### src/rtl/rbb_pkg.sv
// shared types and constants for the rgba 3x3 box blur
package rbb_pkg;

  localparam int CH_W   = 8;
  localparam int PIX_W  = 4 * CH_W;
  localparam int DIM_W  = 11;
  localparam int WIN_N  = 9;
  localparam int SUM_W  = 12;

  localparam int MAX_WIDTH_DEF  = 1024;
  localparam int MAX_HEIGHT_DEF = 1024;
  localparam int DIM_RST        = 1024;

  // reciprocals for truncated division of sums below 2^15
  localparam int RECIP6_W     = 14;
  localparam int RECIP6       = 10923;
  localparam int RECIP6_SHIFT = 16;
  localparam int RECIP9       = 3641;
  localparam int RECIP9_SHIFT = 15;

  localparam int CFG_IDX_W = 1;

  typedef enum logic [CFG_IDX_W-1:0] {
    REG_IMAGE_WIDTH  = 1'b0,
    REG_IMAGE_HEIGHT = 1'b1
  } cfg_reg_t;

  // red in the lowest byte
  typedef struct packed {
    logic [CH_W-1:0] alpha;
    logic [CH_W-1:0] blue;
    logic [CH_W-1:0] green;
    logic [CH_W-1:0] red;
  } pixel_t;

  // which neighbours of the centre pixel lie inside the frame, and the frame end
  typedef struct packed {
    logic top;
    logic bot;
    logic left;
    logic right;
    logic last;
  } res_flags_t;

endpackage

### src/rtl/rbb_mean.sv
// edge-aware mean of the 3x3 window, per colour channel
module rbb_mean (
  input  rbb_pkg::pixel_t     win [rbb_pkg::WIN_N],
  input  rbb_pkg::res_flags_t flags,
  output rbb_pkg::pixel_t     mean_pix,
  output logic                mean_last
);

  import rbb_pkg::*;

  typedef enum logic [1:0] {
    DIV4 = 2'd0,
    DIV6 = 2'd1,
    DIV9 = 2'd2
  } div_sel_t;

  logic [2:0]                      row_ok;
  logic [2:0]                      col_ok;
  div_sel_t                        div_sel;
  logic [SUM_W-1:0]                sum    [3];
  logic [SUM_W+RECIP6_W-1:0]       prod6  [3];
  logic [SUM_W+RECIP6_W-1:0]       prod9  [3];
  logic [CH_W-1:0]                 quot   [3];

  assign row_ok = {flags.bot, 1'b1, flags.top};
  assign col_ok = {flags.right, 1'b1, flags.left};

  // frame is at least 2x2, so each axis spans two or three pixels
  always_comb begin
    if (flags.top && flags.bot && flags.left && flags.right) begin
      div_sel = DIV9;
    end else if ((flags.top && flags.bot) || (flags.left && flags.right)) begin
      div_sel = DIV6;
    end else begin
      div_sel = DIV4;
    end
  end

  always_comb begin
    for (int ch = 0; ch < 3; ch++) begin
      sum[ch] = '0;
      for (int r = 0; r < 3; r++) begin
        for (int c = 0; c < 3; c++) begin
          if (row_ok[r] && col_ok[c]) begin
            sum[ch] = sum[ch] + SUM_W'(win[r*3+c][ch*CH_W +: CH_W]);
          end
        end
      end
      prod6[ch] = (SUM_W+RECIP6_W)'(sum[ch]) * (SUM_W+RECIP6_W)'(RECIP6);
      prod9[ch] = (SUM_W+RECIP6_W)'(sum[ch]) * (SUM_W+RECIP6_W)'(RECIP9);
      unique case (div_sel)
        DIV9:    quot[ch] = prod9[ch][RECIP9_SHIFT +: CH_W];
        DIV6:    quot[ch] = prod6[ch][RECIP6_SHIFT +: CH_W];
        default: quot[ch] = sum[ch][2 +: CH_W];
      endcase
    end
  end

  assign mean_pix.red   = quot[0];
  assign mean_pix.green = quot[1];
  assign mean_pix.blue  = quot[2];
  assign mean_pix.alpha = win[4].alpha;
  assign mean_last      = flags.last;

endmodule

### config.mk
export PLATFORM = sky130hd
export DESIGN_NAME = rbb_mean
export DESIGN_NICKNAME = d
export VERILOG_FILES = /design/src/rtl/rbb_pkg.sv /design/src/rtl/rbb_mean.sv
export SDC_FILE = /design/constraint.sdc
export NUM_CORES = 1
export LEC_CHECK = 0
export BUFFER_PORTS_ARGS = -buffer_cell sky130_fd_sc_hd__buf_2
export CORE_ASPECT_RATIO = 0.75
export CORE_MARGIN = 10
export CORE_UTILIZATION = 51
export DETAILED_ROUTE_END_ITERATION = 8
export GPL_ROUTABILITY_DRIVEN = 0
export GPL_TIMING_DRIVEN = 1
export PLACE_DENSITY = 0.75
export SLEW_MARGIN = 20
export SYNTH_ARGS = -nofsm -noshare
export SYNTH_HDL_FRONTEND = slang
export SYNTH_SLANG_ARGS = --single-unit
### constraint.sdc
create_clock -name vclk -period 24.3
set_clock_uncertainty 0.1 [all_clocks]
set_input_delay 4.86 -clock vclk [all_inputs]
set_output_delay 4.86 -clock vclk [all_outputs]
set_load 0.05 [all_outputs]
==> flow_summary.yaml <==
global_routing:
  first_global_vias: 21300
  antenna_found_initial: 13
  overflow: 0
  grt_pass1_wl_um: 107000
  grt_start_max_net_pins: 58
  grt_use_total_pct: 22.3
route:
  drt-total-wl_um: 66000
  first_pass_iters: 5
  drcViolationCount: 0
  via_per_inst: 5.43
  drt_iter0_drc: 1177
  num_vias: 21700
  post_drt_wl_per_cell_um: 16.6
  ant_nets: 0
synthesis:
  synth_nets: 4097
  syn_area_per_cell_um2: 8.11
  yosys_warnings: 0
  synth.cell_area_um2: 24200
  synth_cell_type_count: 94
  synth_cells: 2988
  ys_seq_area_share_pct: 0
final_layout:
  layout_commonest_cell: "ha_1"
  seq_area_um2: 0
  fin_nets: 4444
  layout-drive-gt1-share_pct: 17.9
  design.seq.count: 0
  fin_area_um2: 28100
  area_growth_pct: 16.1
  final_cell_mix: "560 x ha_1, 549 x inv_1, 234 x fa_1, 233 x buf_2, 210 x nor2_1"
  n_fill_cell: 4199
  nClkBuffers: 0
timing:
  finalCriticalPeriod_ps: 23720
  slew_violations: 0
  hold_viol_final: 0
  timing.final.crit_share_pct: 97.6
  fmax_ghz: 0.0422
  finalSetupTns_ps: 0
  finalSetupViolCount: 0
  tightest_slew_ps: 984
  relSlewSlack_pct: 33.7
min_path:
  hold_path.class: "input port to output port"
floorplan:
  core-area_um2: 47100
  die_h_um: 209
  die_x_um: 272
  start_util_pct: 51.4
  rows: 69
  die_area_um2: 56700
  pin_count: 326
clock_tree:
  cts_hold_buf: 0
run:
  cap_violations: 0
setup_path:
  max_stage_delay_ps: 560
  crit_path_end: "mean_pix[7]"
  crit_top_cell: "ha_1"
  critPathMaxFanout: 8
  startpoint_type: "input port"
  crit_path_end_kind: "output port"
  crit_type: "input port to output port"
  crit_start: "flags[4]"
  cp_top_family: "adder cells"
  arrival_ps: 18760
  crit_cells: 68
  required_ps: 19340
  cpMaxStageDelayCell: "fa_1"
  critical_path_buf_inv_count: 8
place:
  dpl_cell_area_um2: 26900
  dp_hpwl_um: 57100
  port_buffers: 244
outcome:
  status: "finished clean"
-- cell usage after synthesis, types with 8 or more instances --
cell	instances	area, um2
o31a_1	12	105
o211ai_1	10	75.1
a21boi_0	13	97.6
or2_2	9	56.3
buf_1	13	48.8
fa_1	237	4740
nor2_1	216	811
ha_1	579	7240
mux2i_1	27	270
or3_1	20	125
buf_4	11	82.6
mux2_2	17	191
nand4_1	10	62.6
a21o_1	60	450
nand2b_1	35	219
nor3_1	62	310
o31ai_1	18	135
a211oi_1	40	300
o21a_1	68	510
nand3_1	35	175
o21bai_1	14	105
nor2b_1	43	269
and3_1	36	225
xnor2_1	141	1230
o21ai_0	143	716
inv_1	552	2070
xor2_1	36	315
and2_1	20	125
clkbuf_1	36	135
nor4_1	8	50.1
a21oi_1	163	816
nand2_1	150	563
-- how the worst min path moves through the flow --
stage | startpoint | to | depth (start not counted)
floorplan | flags[0] | mean_last | 1
global placement | win[152] | mean_pix[24] | 0
detailed placement | win[152] | mean_pix[24] | 0
CTS | win[152] | mean_pix[24] | 0
global route | win[154] | mean_pix[26] | 0
finish | win[152] | mean_pix[24] | 0
-- through the flow --
| step | utilization (%) | hold WS [ps] | std cells | setup slack, ps |
|---|---|---|---|---|
| floorplan | - | 9790 | 2988 | 48.3 |
| global placement | 57.2 | 9620 | 3928 | -117 |
| detailed placement | 57.2 | 9620 | 3928 | -322 |
| CTS | 57.3 | 9620 | 3928 | 3.87 |
| global route | 59.7 | 9620 | 3979 | -171 |
| finish | 59.7 | 9620 | 3986 | 584 |
-- repair_timing --
item	CTS	global route
endpoints found under the setup margin	6	24
pin swaps	1	68
gates cloned	0	1
hold endpoints to repair	0	0
gates resized for setup	13	183
setup buffers	0	43
-- layout make-up --
class	instances	area, um2	area share [%]
multi-input combinational	2375	22700	80.5
tap	639	800	2.84
timing repair buffer	405	2570	9.13
antenna	14	35.0	0.124
inverter	553	2080	7.37
-- kinds of logic after synthesis --
group                      Yosys count  share of synthesized area (%)
buffers and inverters              613                           9.66
AOI/OAI and AO/OA                  646                           17.5
muxes                               55                           2.86
adders and majority gates          817                           49.5
and+or+nand+nor                    672                           13.3
xor gates and xnor gates           185                           7.14
-- metal layers --
| metal | GRT usage (%) | routed length [um] | vias up |
|---|---|---|---|
| li1 | - | - | 10900 |
| met1 | 30.4 | 30600 | 10200 |
| met2 | 38.5 | 30900 | 503 |
| met3 | 2.02 | 3470 | 74 |
| met4 | 2.91 | 956 | 8 |
| met5 | 0 | 55 | - |
Power is not shown: default switching activity piles up to over one toggle a cycle in this logic, so the estimate is an artifact.
